--- config.mk ---
export PLATFORM = sky130hd
export DESIGN_NAME = command_frame_to_servo_packet
export DESIGN_NICKNAME = d
export VERILOG_FILES = /design/src/cfsp_pkg.sv /design/src/cfsp_front.sv /design/src/cfsp_fifo.sv /design/src/cfsp_back.sv /design/src/command_frame_to_servo_packet.sv
export VERILOG_INCLUDE_DIRS = /design/src /design/src/src
export SDC_FILE = /design/constraint.sdc
export NUM_CORES = 1
export LEC_CHECK = 0
export BUFFER_PORTS_ARGS = -buffer_cell sky130_fd_sc_hd__buf_4
export CORE_UTILIZATION = 31
export CTS_CLUSTER_DIAMETER = 60
export CTS_CLUSTER_SIZE = 20
export DETAILED_ROUTE_END_ITERATION = 10
export SYNTH_ARGS = -nofsm -noshare
export SYNTH_HDL_FRONTEND = slang
export SYNTH_SLANG_ARGS = --single-unit
--- constraint.sdc ---
create_clock -name i_clk -period 4.51 [get_ports i_clk]
set_input_delay 0.902 -clock i_clk [delete_from_list [all_inputs] [get_ports i_clk]]
set_output_delay 0.902 -clock i_clk [all_outputs]
set_load 0.02 [all_outputs]
--- src/command_frame_to_servo_packet_defines.svh ---
// assertion macros shared by the rtl files
`ifndef COMMAND_FRAME_TO_SERVO_PACKET_DEFINES_SVH
`define COMMAND_FRAME_TO_SERVO_PACKET_DEFINES_SVH

`ifndef SYNTH

// condition must hold at every edge out of reset
`define CFSP_ASSERT_ALWAYS(label, clk, rst_n, cond) \
    label: assert property (@(posedge clk) disable iff (!rst_n) (cond)) \
        else $error("assertion failed: always");

// antecedent in one cycle implies consequent in the next
`define CFSP_ASSERT_NEXT(label, clk, rst_n, ante, cons) \
    label: assert property (@(posedge clk) disable iff (!rst_n) (ante) |=> (cons)) \
        else $error("assertion failed: next");

`else

`define CFSP_ASSERT_ALWAYS(label, clk, rst_n, cond)
`define CFSP_ASSERT_NEXT(label, clk, rst_n, ante, cons)

`endif

`endif

--- src/cfsp_pkg.sv ---
package cfsp_pkg;

    // host command characters
    localparam logic [7:0] CH_OPEN  = 8'h24;
    localparam logic [7:0] CH_CLOSE = 8'h3B;
    localparam logic [7:0] CH_WRITE = 8'h41;

    // servo packet constants
    localparam logic [7:0] PKT_HDR = 8'hFF;
    localparam logic [7:0] PKT_LEN = 8'h05;
    localparam logic [7:0] PKT_INS = 8'h03;

    // frame store holds positions 0..3
    localparam int STORE_DEPTH = 4;
    localparam int STORE_AW    = 2;

    // config register indexes and reset values
    localparam logic CFG_SERVO_ID  = 1'b0;
    localparam logic CFG_CTRL_ADDR = 1'b1;
    localparam logic [7:0] SERVO_ID_RST  = 8'd6;
    localparam logic [7:0] CTRL_ADDR_RST = 8'h1E;

    // output ports
    localparam logic PORT_HOST  = 1'b0;
    localparam logic PORT_SERVO = 1'b1;

    // command queue
    localparam int FIFO_DEPTH = 2;
    localparam int FIFO_AW    = $clog2(FIFO_DEPTH);
    localparam int FIFO_CW    = $clog2(FIFO_DEPTH + 1);

    // packet byte sequence steps
    localparam logic [3:0] STEP_HDR0 = 4'd1;
    localparam logic [3:0] STEP_HDR1 = 4'd2;
    localparam logic [3:0] STEP_ID   = 4'd3;
    localparam logic [3:0] STEP_LEN  = 4'd4;
    localparam logic [3:0] STEP_INS  = 4'd5;
    localparam logic [3:0] STEP_ADDR = 4'd6;
    localparam logic [3:0] STEP_LO   = 4'd7;
    localparam logic [3:0] STEP_HI   = 4'd8;
    localparam logic [3:0] STEP_CHK  = 4'd9;

    typedef struct packed {
        logic       wr;
        logic [7:0] echo;
        logic [7:0] lo;
        logic [7:0] hi;
    } t_cmd;

    typedef enum logic {
        BK_IDLE,
        BK_PACKET
    } t_back_state;

endpackage

--- src/cfsp_front.sv ---
module cfsp_front #(
    parameter int FRAME_BYTES = 9
) (
    input  logic              i_clk,
    input  logic              i_rst_n,
    input  logic              i_rx_valid,
    output logic              o_rx_ready,
    input  logic [7:0]        i_rx_byte,
    input  logic              i_fifo_full,
    output logic              o_push,
    output cfsp_pkg::t_cmd    o_cmd
);

    localparam int IW = $clog2(FRAME_BYTES + 1);

    logic [7:0]    r_store [cfsp_pkg::STORE_DEPTH];
    logic [7:0]    n_store [cfsp_pkg::STORE_DEPTH];
    logic [IW-1:0] r_widx, n_widx;
    logic          r_in_frame, n_in_frame;

    logic          accept, is_open, is_close, in_f;
    logic [IW-1:0] widx_eff;

    assign o_rx_ready = !i_fifo_full;
    assign accept     = i_rx_valid && o_rx_ready;
    assign is_open    = (i_rx_byte == cfsp_pkg::CH_OPEN);
    assign is_close   = (i_rx_byte == cfsp_pkg::CH_CLOSE);
    assign in_f       = is_open || r_in_frame;
    assign widx_eff   = is_open ? '0 : r_widx;

    always_comb begin
        n_store    = r_store;
        n_widx     = r_widx;
        n_in_frame = r_in_frame;
        if (accept) begin
            n_in_frame = in_f;
            n_widx     = widx_eff;
            if (in_f && (widx_eff < IW'(FRAME_BYTES))) begin
                if (widx_eff < IW'(cfsp_pkg::STORE_DEPTH)) begin
                    n_store[widx_eff[cfsp_pkg::STORE_AW-1:0]] = i_rx_byte;
                end
                n_widx = widx_eff + IW'(1);
            end
            if (is_close) begin
                n_in_frame = 1'b0;
                n_widx     = '0;
            end
        end
    end

    // command built from the store as it stands after this byte
    assign o_push     = accept && is_close;
    assign o_cmd.echo = n_store[1];
    assign o_cmd.wr   = (n_store[1] == cfsp_pkg::CH_WRITE);
    assign o_cmd.lo   = n_store[3];
    assign o_cmd.hi   = n_store[2];

    always_ff @(posedge i_clk) begin
        if (!i_rst_n) begin
            for (int k = 0; k < cfsp_pkg::STORE_DEPTH; k++) begin
                r_store[k] <= '0;
            end
            r_widx     <= '0;
            r_in_frame <= 1'b0;
        end else begin
            r_store    <= n_store;
            r_widx     <= n_widx;
            r_in_frame <= n_in_frame;
        end
    end

endmodule

--- src/cfsp_fifo.sv ---
`include "command_frame_to_servo_packet_defines.svh"

module cfsp_fifo (
    input  logic           i_clk,
    input  logic           i_rst_n,
    input  logic           i_push,
    input  cfsp_pkg::t_cmd i_cmd,
    input  logic           i_pop,
    output logic           o_full,
    output logic           o_empty,
    output cfsp_pkg::t_cmd o_head
);

    cfsp_pkg::t_cmd                r_mem [cfsp_pkg::FIFO_DEPTH];
    logic [cfsp_pkg::FIFO_AW-1:0]  r_wr_ptr, r_rd_ptr;
    logic [cfsp_pkg::FIFO_CW-1:0]  r_count;

    logic do_push, do_pop;

    assign o_full  = (r_count == cfsp_pkg::FIFO_CW'(cfsp_pkg::FIFO_DEPTH));
    assign o_empty = (r_count == '0);
    assign o_head  = r_mem[r_rd_ptr];
    assign do_push = i_push && !o_full;
    assign do_pop  = i_pop && !o_empty;

    function automatic logic [cfsp_pkg::FIFO_AW-1:0] ptr_inc(
        input logic [cfsp_pkg::FIFO_AW-1:0] p
    );
        if (p == cfsp_pkg::FIFO_AW'(cfsp_pkg::FIFO_DEPTH - 1)) begin
            return '0;
        end
        return p + cfsp_pkg::FIFO_AW'(1);
    endfunction

    always_ff @(posedge i_clk) begin
        if (do_push) begin
            r_mem[r_wr_ptr] <= i_cmd;
        end
    end

    always_ff @(posedge i_clk) begin
        if (!i_rst_n) begin
            r_wr_ptr <= '0;
            r_rd_ptr <= '0;
            r_count  <= '0;
        end else begin
            if (do_push) begin
                r_wr_ptr <= ptr_inc(r_wr_ptr);
            end
            if (do_pop) begin
                r_rd_ptr <= ptr_inc(r_rd_ptr);
            end
            case ({do_push, do_pop})
                2'b10:   r_count <= r_count + cfsp_pkg::FIFO_CW'(1);
                2'b01:   r_count <= r_count - cfsp_pkg::FIFO_CW'(1);
                default: r_count <= r_count;
            endcase
        end
    end

    // no request is pushed into a full queue or popped from an empty one
    `CFSP_ASSERT_ALWAYS(a_no_overflow, i_clk, i_rst_n, !(i_push && o_full))
    `CFSP_ASSERT_ALWAYS(a_no_underflow, i_clk, i_rst_n, !(i_pop && o_empty))
    // occupancy and pointers agree
    `CFSP_ASSERT_ALWAYS(a_ptr_match, i_clk, i_rst_n,
        ((r_count == '0) || o_full) == (r_wr_ptr == r_rd_ptr))

endmodule

--- src/cfsp_back.sv ---
`include "command_frame_to_servo_packet_defines.svh"

module cfsp_back (
    input  logic           i_clk,
    input  logic           i_rst_n,
    input  logic           i_empty,
    input  cfsp_pkg::t_cmd i_head,
    output logic           o_pop,
    input  logic [7:0]     i_servo_id,
    input  logic [7:0]     i_ctrl_addr,
    output logic           o_tx_valid,
    input  logic           i_tx_ready,
    output logic [7:0]     o_out_byte,
    output logic           o_out_port,
    output logic           o_last
);

    cfsp_pkg::t_back_state r_state, n_state;
    logic [3:0]     r_step, n_step;
    cfsp_pkg::t_cmd r_cmd, n_cmd;
    logic           r_valid, n_valid;
    logic [7:0]     r_byte, n_byte;
    logic           r_port, n_port;
    logic           r_last, n_last;

    logic       adv;
    logic [7:0] chk;
    logic [7:0] pkt_byte;

    assign adv = !r_valid || i_tx_ready;
    assign chk = ~(i_servo_id + cfsp_pkg::PKT_LEN + cfsp_pkg::PKT_INS
                   + i_ctrl_addr + r_cmd.lo + r_cmd.hi);

    always_comb begin
        case (r_step)
            cfsp_pkg::STEP_HDR0: pkt_byte = cfsp_pkg::PKT_HDR;
            cfsp_pkg::STEP_HDR1: pkt_byte = cfsp_pkg::PKT_HDR;
            cfsp_pkg::STEP_ID:   pkt_byte = i_servo_id;
            cfsp_pkg::STEP_LEN:  pkt_byte = cfsp_pkg::PKT_LEN;
            cfsp_pkg::STEP_INS:  pkt_byte = cfsp_pkg::PKT_INS;
            cfsp_pkg::STEP_ADDR: pkt_byte = i_ctrl_addr;
            cfsp_pkg::STEP_LO:   pkt_byte = r_cmd.lo;
            cfsp_pkg::STEP_HI:   pkt_byte = r_cmd.hi;
            cfsp_pkg::STEP_CHK:  pkt_byte = chk;
            default:             pkt_byte = '0;
        endcase
    end

    always_comb begin
        n_state = r_state;
        n_step  = r_step;
        n_cmd   = r_cmd;
        n_valid = r_valid;
        n_byte  = r_byte;
        n_port  = r_port;
        n_last  = r_last;
        o_pop   = 1'b0;
        case (r_state)
            cfsp_pkg::BK_IDLE: begin
                if (adv) begin
                    n_valid = !i_empty;
                    if (!i_empty) begin
                        o_pop  = 1'b1;
                        n_cmd  = i_head;
                        n_byte = i_head.echo;
                        n_port = cfsp_pkg::PORT_HOST;
                        n_last = !i_head.wr;
                        if (i_head.wr) begin
                            n_state = cfsp_pkg::BK_PACKET;
                            n_step  = cfsp_pkg::STEP_HDR0;
                        end
                    end
                end
            end
            cfsp_pkg::BK_PACKET: begin
                if (adv) begin
                    n_valid = 1'b1;
                    n_byte  = pkt_byte;
                    n_port  = cfsp_pkg::PORT_SERVO;
                    n_last  = (r_step == cfsp_pkg::STEP_CHK);
                    if (r_step == cfsp_pkg::STEP_CHK) begin
                        n_state = cfsp_pkg::BK_IDLE;
                    end else begin
                        n_step = r_step + 4'd1;
                    end
                end
            end
            default: begin
                n_state = cfsp_pkg::BK_IDLE;
            end
        endcase
    end

    always_ff @(posedge i_clk) begin
        if (!i_rst_n) begin
            r_state <= cfsp_pkg::BK_IDLE;
            r_step  <= cfsp_pkg::STEP_HDR0;
            r_valid <= 1'b0;
        end else begin
            r_state <= n_state;
            r_step  <= n_step;
            r_valid <= n_valid;
        end
    end

    always_ff @(posedge i_clk) begin
        r_cmd  <= n_cmd;
        r_byte <= n_byte;
        r_port <= n_port;
        r_last <= n_last;
    end

    assign o_tx_valid = r_valid;
    assign o_out_byte = r_byte;
    assign o_out_port = r_port;
    assign o_last     = r_last;

    // a lone echo is never the write command
    `CFSP_ASSERT_ALWAYS(a_echo_last, i_clk, i_rst_n,
        !(r_valid && (r_port == cfsp_pkg::PORT_HOST) && r_last
          && (r_byte == cfsp_pkg::CH_WRITE)))
    // while sending a packet the step stays within the packet bytes
    `CFSP_ASSERT_ALWAYS(a_step_range, i_clk, i_rst_n,
        (r_state != cfsp_pkg::BK_PACKET)
        || ((r_step >= cfsp_pkg::STEP_HDR0) && (r_step <= cfsp_pkg::STEP_CHK)))
    // no queue pop while a packet is under way
    `CFSP_ASSERT_NEXT(a_no_pop_busy, i_clk, i_rst_n,
        (r_state == cfsp_pkg::BK_PACKET) && (r_step != cfsp_pkg::STEP_CHK), !o_pop)

endmodule

--- src/command_frame_to_servo_packet.sv ---
// channel   direction  handshake                    payload
// rx        in         i_rx_valid / o_rx_ready      i_rx_byte
// tx        out        o_tx_valid / i_tx_ready      o_out_byte, o_out_port, o_last
// cfg       in         i_cfg_we (no wait)           i_cfg_index, i_cfg_data
//
// one rx request is taken per cycle while the command queue has room
// each ';' yields 1 tx byte (echo only) or 10 tx bytes (echo plus write packet),
// one per cycle while i_tx_ready is high, paced by the back-end byte sequencer
// the two-entry command queue lets rx run on while tx is stalled
// synchronous active-low reset, no start-up sweep

module command_frame_to_servo_packet #(
    parameter int FRAME_BYTES = 9
) (
    input  logic       i_clk,
    input  logic       i_rst_n,
    // host byte input
    input  logic       i_rx_valid,
    output logic       o_rx_ready,
    input  logic [7:0] i_rx_byte,
    // transmit byte output
    output logic       o_tx_valid,
    input  logic       i_tx_ready,
    output logic [7:0] o_out_byte,
    output logic       o_out_port,
    output logic       o_last,
    // configuration writes
    input  logic       i_cfg_we,
    input  logic       i_cfg_index,
    input  logic [7:0] i_cfg_data
);

    // configuration registers
    logic [7:0] r_servo_id;
    logic [7:0] r_ctrl_addr;

    always_ff @(posedge i_clk) begin
        if (!i_rst_n) begin
            r_servo_id  <= cfsp_pkg::SERVO_ID_RST;
            r_ctrl_addr <= cfsp_pkg::CTRL_ADDR_RST;
        end else if (i_cfg_we) begin
            case (i_cfg_index)
                cfsp_pkg::CFG_SERVO_ID:  r_servo_id  <= i_cfg_data;
                cfsp_pkg::CFG_CTRL_ADDR: r_ctrl_addr <= i_cfg_data;
                default: begin
                end
            endcase
        end
    end

    // front to queue
    logic           push;
    cfsp_pkg::t_cmd push_cmd;
    // queue to back
    logic           fifo_full, fifo_empty, pop;
    cfsp_pkg::t_cmd head_cmd;

    // front end: frame tracking and command capture on ';'
    cfsp_front #(
        .FRAME_BYTES(FRAME_BYTES)
    ) u_front (
        .i_clk       (i_clk),
        .i_rst_n     (i_rst_n),
        .i_rx_valid  (i_rx_valid),
        .o_rx_ready  (o_rx_ready),
        .i_rx_byte   (i_rx_byte),
        .i_fifo_full (fifo_full),
        .o_push      (push),
        .o_cmd       (push_cmd)
    );

    // short command queue decoupling the two sides
    cfsp_fifo u_fifo (
        .i_clk   (i_clk),
        .i_rst_n (i_rst_n),
        .i_push  (push),
        .i_cmd   (push_cmd),
        .i_pop   (pop),
        .o_full  (fifo_full),
        .o_empty (fifo_empty),
        .o_head  (head_cmd)
    );

    // back end: echo byte then optional servo packet through an output register
    cfsp_back u_back (
        .i_clk       (i_clk),
        .i_rst_n     (i_rst_n),
        .i_empty     (fifo_empty),
        .i_head      (head_cmd),
        .o_pop       (pop),
        .i_servo_id  (r_servo_id),
        .i_ctrl_addr (r_ctrl_addr),
        .o_tx_valid  (o_tx_valid),
        .i_tx_ready  (i_tx_ready),
        .o_out_byte  (o_out_byte),
        .o_out_port  (o_out_port),
        .o_last      (o_last)
    );

endmodule
After elaboration in Yosys (flattened, before gate mapping)

Memories as Yosys holds them, arrays and structs flattened. A register that Yosys moved wholly into a read port is not among the register bits.
Index checks and enable logic that the tools add are counted.

Register bits: 89
Bits in latches: 0
RAM bits: 50
Memory bits (read-only): 0
Input bits: 22
Word-level logic and storage cells: 137
Memories: 1

Memory list:

| name         | words | width | rd ports | clocked after Yosys merged registers in | write ports | line            | RTL |
|---|---|---|---|---|---|---|---|
| u_fifo.r_mem | 2     | 25    | 1        | 1                                       | 1           | cfsp_fifo.sv:14 | `cfsp_pkg::t_cmd r_mem [cfsp_pkg::FIFO_DEPTH];` |

Add/subtract/negate cells: 11
$mul: 0
Div/mod/pow operators: 0
Magnitude comparators: 4
Equal/unequal tests: 20
Shifts and indexed selects: 0
Mux-type cells: 55
Bitwise logic cells: 5
Reductions and logical operators: 22

Operators with widths:

| cell                  | number |
|---|---|
| $mux W24              | 3 |
| $pmux W8 S8           | 1 |
| $bwmux W32            | 1 |
| $mux W4               | 8 |
| $mux W8               | 4 |
| $mux W1               | 30 |
| $add A8 B8 Y8         | 3 |
| $demux W8 S2          | 1 |
| $eq A4 B3 Y1 const B  | 4 |
| $eq A8 B6 Y1 const B  | 2 |
| $pmux W8 S2           | 1 |
| $reduce_and A3 Y1     | 3 |
| $add A4 B1 Y4 const B | 2 |
| $add A8 B2 Y8 const B | 1 |
| $add A8 B3 Y8 const B | 1 |
| $eq A4 B2 Y1 const B  | 2 |
| $eq A4 B4 Y1 const B  | 2 |
| $eq A8 B7 Y1 const B  | 1 |
| $not A8 Y8            | 1 |
| $pmux W1 S2           | 4 |
| $pmux W4 S2           | 1 |
| $logic_and A1 B1 Y1   | 6 |
| $ne A2 B2 Y1 const B  | 3 |
| $reduce_and A2 Y1     | 3 |
| other kinds (20)      | 29 |

Logic depth before layout (Yosys ltp)

Word-level depth: 12
Gate-level depth with buffers: 12

Cells and area by module

Synthesis repeated with hierarchy kept, for this count alone.

Cells, all modules: 579
Area, all modules: 6,710.2 µm²

Modules (own cells, without submodules):

| module                        | instances | cells each | area an instance (µm²) | seq. area each (µm²) |
|---|---|---|---|---|
| cfsp_back                     | 1         | 228        | 2,297.2                | 900.9 |
| cfsp_fifo                     | 1         | 104        | 2,034.5                | 1,601.5 |
| cfsp_front                    | 1         | 178        | 1,719.1                | 580.6 |
| command_frame_to_servo_packet | 1         | 69         | 659.4                  | 320.3 |

Worst setup path after synthesis

OpenSTA, ideal clock, no wires.

Path kind: flip-flop to flip-flop
From: register r_servo_id[2]
To: register u_back.r_byte[7] (netlist: u_back.o_out_byte[7]) (data pin)
Data arrival time: 2.960 ns
Required time: 4.251 ns
Slack: 1.291 ns
Cell stages (with the launch flop): 12
Clock period less this slack: 3.219 ns
Path through: dfxtp_1 > inv_1 > fa_1 > inv_1 > fa_1 > fa_1 > ha_1 > a211oi_1 > o21bai_1 > a21oi_1 > xnor2_1 > a211o_1

Longest elaborated chain between the ends: 9

Ends and longest elaborated chain:

| item                       | line                                | RTL |
|---|---|---|
| start: declaration         | command_frame_to_servo_packet.sv:34 | `logic [7:0] r_servo_id;` |
| start signal: assignment   | command_frame_to_servo_packet.sv:39 | `r_servo_id <= cfsp_pkg::SERVO_ID_RST;` |
| start signal: assignment   | command_frame_to_servo_packet.sv:43 | `cfsp_pkg::CFG_SERVO_ID: r_servo_id <= i_cfg_data;` |
| $add A8 B3 Y8              | cfsp_back.sv:31                     | `assign chk = ~(i_servo_id + cfsp_pkg::PKT_LEN + cfsp_pkg::PKT_INS` |
| $add A8 B2 Y8              | cfsp_back.sv:31                     |  |
| $add A8 B8 Y8 (3 in a row) | cfsp_back.sv:32                     | `+ i_ctrl_addr + r_cmd.lo + r_cmd.hi);` |
| $not A8 Y8                 | cfsp_back.sv:31                     |  |
| $pmux W8 S8                | cfsp_back.sv:35                     | `case (r_step)` |
| $mux W8                    | cfsp_back.sv:76                     | `if (adv) begin` |
| $pmux W8 S2                | cfsp_back.sv:58                     | `case (r_state)` |
| net u_back.n_byte[7]       | cfsp_back.sv:22                     | `logic [7:0] r_byte, n_byte;` |
| end signal: assignment     | cfsp_back.sv:108                    | `r_byte <= n_byte;` |
| end: declaration           | cfsp_back.sv:22                     |  |

The timed path passes the listed nets, and every way through them passes these cells. The select of a mux whose other input is x is not followed.
A chain may end at the register's enable or synchronous reset.

Final worst setup path

Ends and elaborated chain as after synthesis.

==> impl_results.md <==
* CP required at 4.68 ns
* Clock sinks at 132
* Post-CTS Setup Inserts at 0
* Final Non-Filler Cells at 837
* Combinational fraction of design power at 19.4%
* Die area at 20900 um2
* First-pass GRT wire length at 20900 um
* Largest net degree at the start of global routing at 56
* Clock Latency Late Sink at 0.42 ns
* Worst-Margin Slew at 1.18 ns
* Fin. max-slew vios at 0
* Multi-input logic area at 2660 um2
* Syn avg cell area at 11.9 um2
* Slowest stage delay, CP at 0.53 ns
* RSZ-0062 raised after global routing: false
* EDFF count, synth at 76
* CP Launch Type: register
* Top-Level Pins at 34
* Synth Instances at 530
* Htree depth at 4
* Placed insts at 805
* DR vias at 3998
* Hold buffer count at CTS at 0
* CP Buf/Inv Count at 2
* Worst Skew at 0.00380 ns
* Sw Share at 26.4%
* Setup tns final at 0 ns
* Die Y-Extent at 144 um
* GRT Util Overall at 13.6%
* Place WS at 1.11 ns
* N_diodes at 0
* Warnings, synthesis at 0
* Synth Register Bits at 132
* Initial antenna violation count at 0
* Residual DRC at 0
* Post-synthesis sequential area ratio at 54.1%
* Worst path top cell family by delay: adder cells
* Largest area contributor in the netlist: edfxtp_1
* # setup viols final at 0
* Area delta synth->final at 17.1%
* Async SR Flop Fraction at 0%
* Fill cell count at 1926
* DIE WIDTH at 144 um
* Worst min path class: register to register
* CP endpoint kind: register
* GP Congestion at 0.890
* Post-route ant nets at 0
* Tmin final at 3.39 ns
* DR WL/cell at 15.5 um
* DRT Pass-1 Iters at 5
* Slowest CP cell: fa_1
* Worst relative slew slack at 21.0%
* Synth area leaders: edfxtp_1 36%, dfxtp_1 18%, mux2_2 6.6%
* Top-area cell type share of the netlist area at 36.3%
* Ys flop type: edfxtp_1
* Critical Path AT at 3.56 ns
* Sequential Power Share at 41.5%
* CTS tree: built
* Max-cap violations at 0
* Rows at 51
* Final Core Density at 37.5%
* DR vias/cell at 4.78
* Smallest hold slack at 0.481 ns
* Worst-path fanout max at 2
* Clock group share of total power at 39.1%
* Final period utilization at 75.2%
* Total power draw at 3.36 mW
* Total core area at 19700 um2
* Initial Utilization at 32.0%
* Status: completed
* Cell area after layout at 7370 um2
* Power Dens Cells at 456 nW/um2
* Cell Int Power at 2.48 mW
* Clock transition at path regs at 0.05 ns
* Layout net count at 616
* Synth Cell Area at 6290 um2
* CP Class: register to register
* Final Hold Fails at 0
* Cell variety after synth at 53
* Post-synth top cells: 76 x edfxtp_1, 56 x dfxtp_1, 44 x nand2_1
* Lkg Pwr at 2.73 nW
* HPWL after detailed placement at 9420 um
* # port buffers at 33
* Net count after synthesis at 587
* Post-DP Area at 6810 um2
* Drt total wl at 13000 um
* GRT overflow at 0
* Most frequent CP cell: fa_1
* Clock buffer depth at 2
* Most common cell in the synthesized netlist: edfxtp_1
* Maximum vdd drop at 0.000199 V
* Layout cells sized above 1 at 20.6%
* Post-route setup slack at 1.12 ns
* Net Sw Power at 0.887 mW
* Register area at 3400 um2
* Critical-path cell list: inv_1, fa_1, inv_1, fa_1, fa_1, ha_1, a211oi_1, o21bai_1, a21oi_1, xnor2_1, a211o_1
* Iter 0 DRT Violations at 230
* CTS Buf Count at 17
* Vias in the first global route at 3961
* Clock root buffer: clkbuf_16
* Achievable frequency at 0.295 GHz
* CTS resizes at 0
## layer usage
layer  GRT usage (%)  wire [um]  up-vias
li1                -          -     1939
met1            17.4       6140     1936
met2            21.4       5890      102
met3            3.61        704       21
met4            6.37        271        0
met5               0          0        -
## flip-flops by register name, summed over array words and instances (netlist names), 4 cells and up, named ones only
signal	count
u_fifo.r_mem	50
u_front.r_store	24
u_back.r_cmd	16
r_ctrl_addr	8
r_servo_id	8
u_back.o_out_byte	8
u_back.r_step	4
u_front.r_widx	4
## cell type report
| class | count | area share (%) |
|---|---|---|
| Timing Repair Buffer | 36 | 3.67 |
| Tap cell | 265 | 4.50 |
| Sequential cell | 132 | 46.2 |
| Multi-Input combinational cell | 334 | 36.1 |
| Inverter | 38 | 1.94 |
| Clock inverter | 8 | 1.41 |
| Clock buffer | 24 | 6.26 |
## cell usage in the layout (no fill, tap or decap), types with 8 or more instances in the layout
master     count
a211oi_1      12
a21boi_0      14
a21oi_1       18
and2_1        30
buf_4         36
clkbuf_16     17
dfxtp_1       56
edfxtp_1      76
fa_1          14
ha_1          21
inv_1         38
mux2_2        37
mux2i_1        8
nand2_1       44
nand3_1       10
nor2_1        13
o21ai_0       19
xnor2_1        9
## worst register-to-register path, cell delays in order, from the launching register on
cell      delay, ns
dfxtp_1        0.33
inv_1          0.08
fa_1           0.53
inv_1          0.05
fa_1           0.41
fa_1           0.49
ha_1           0.33
a211oi_1       0.27
o21bai_1       0.10
a21oi_1        0.18
xnor2_1        0.08
a211o_1        0.29
## cells by family after synthesis
kind of cell / Yosys count / share of synthesized area (%)
compound gates: 100 / 11.0
flops: 132 / 54.1
mux: 49 / 8.85
fa+ha+maj: 35 / 8.63
xor+xnor: 15 / 2.09
simple gates: 135 / 11.5
buf+inv: 64 / 3.84
## power by group through the flow
stage                     combinational, mW  clock [mW]  sequential, mW
after floorplan                       0.482           0            1.41
after global placement                0.636           0            1.42
after detailed placement              0.651           0            1.42
after CTS                             0.658        1.34            1.39
after global routing                  0.736        1.40            1.40
final                                 0.652        1.32            1.39
## worst paths after layout
kind,endpoint,from,cells after the start,slack (ns)
setup / recovery,u_back.o_out_byte[7],r_servo_id[2],11,1.12
hold / removal,r_servo_id[5],r_servo_id[5],2,0.48
hold reg to reg,r_servo_id[5],r_servo_id[5],2,0.48
setup reg to reg,u_back.o_out_byte[7],r_servo_id[2],11,1.12
Power figures use the tool's default switching activity.
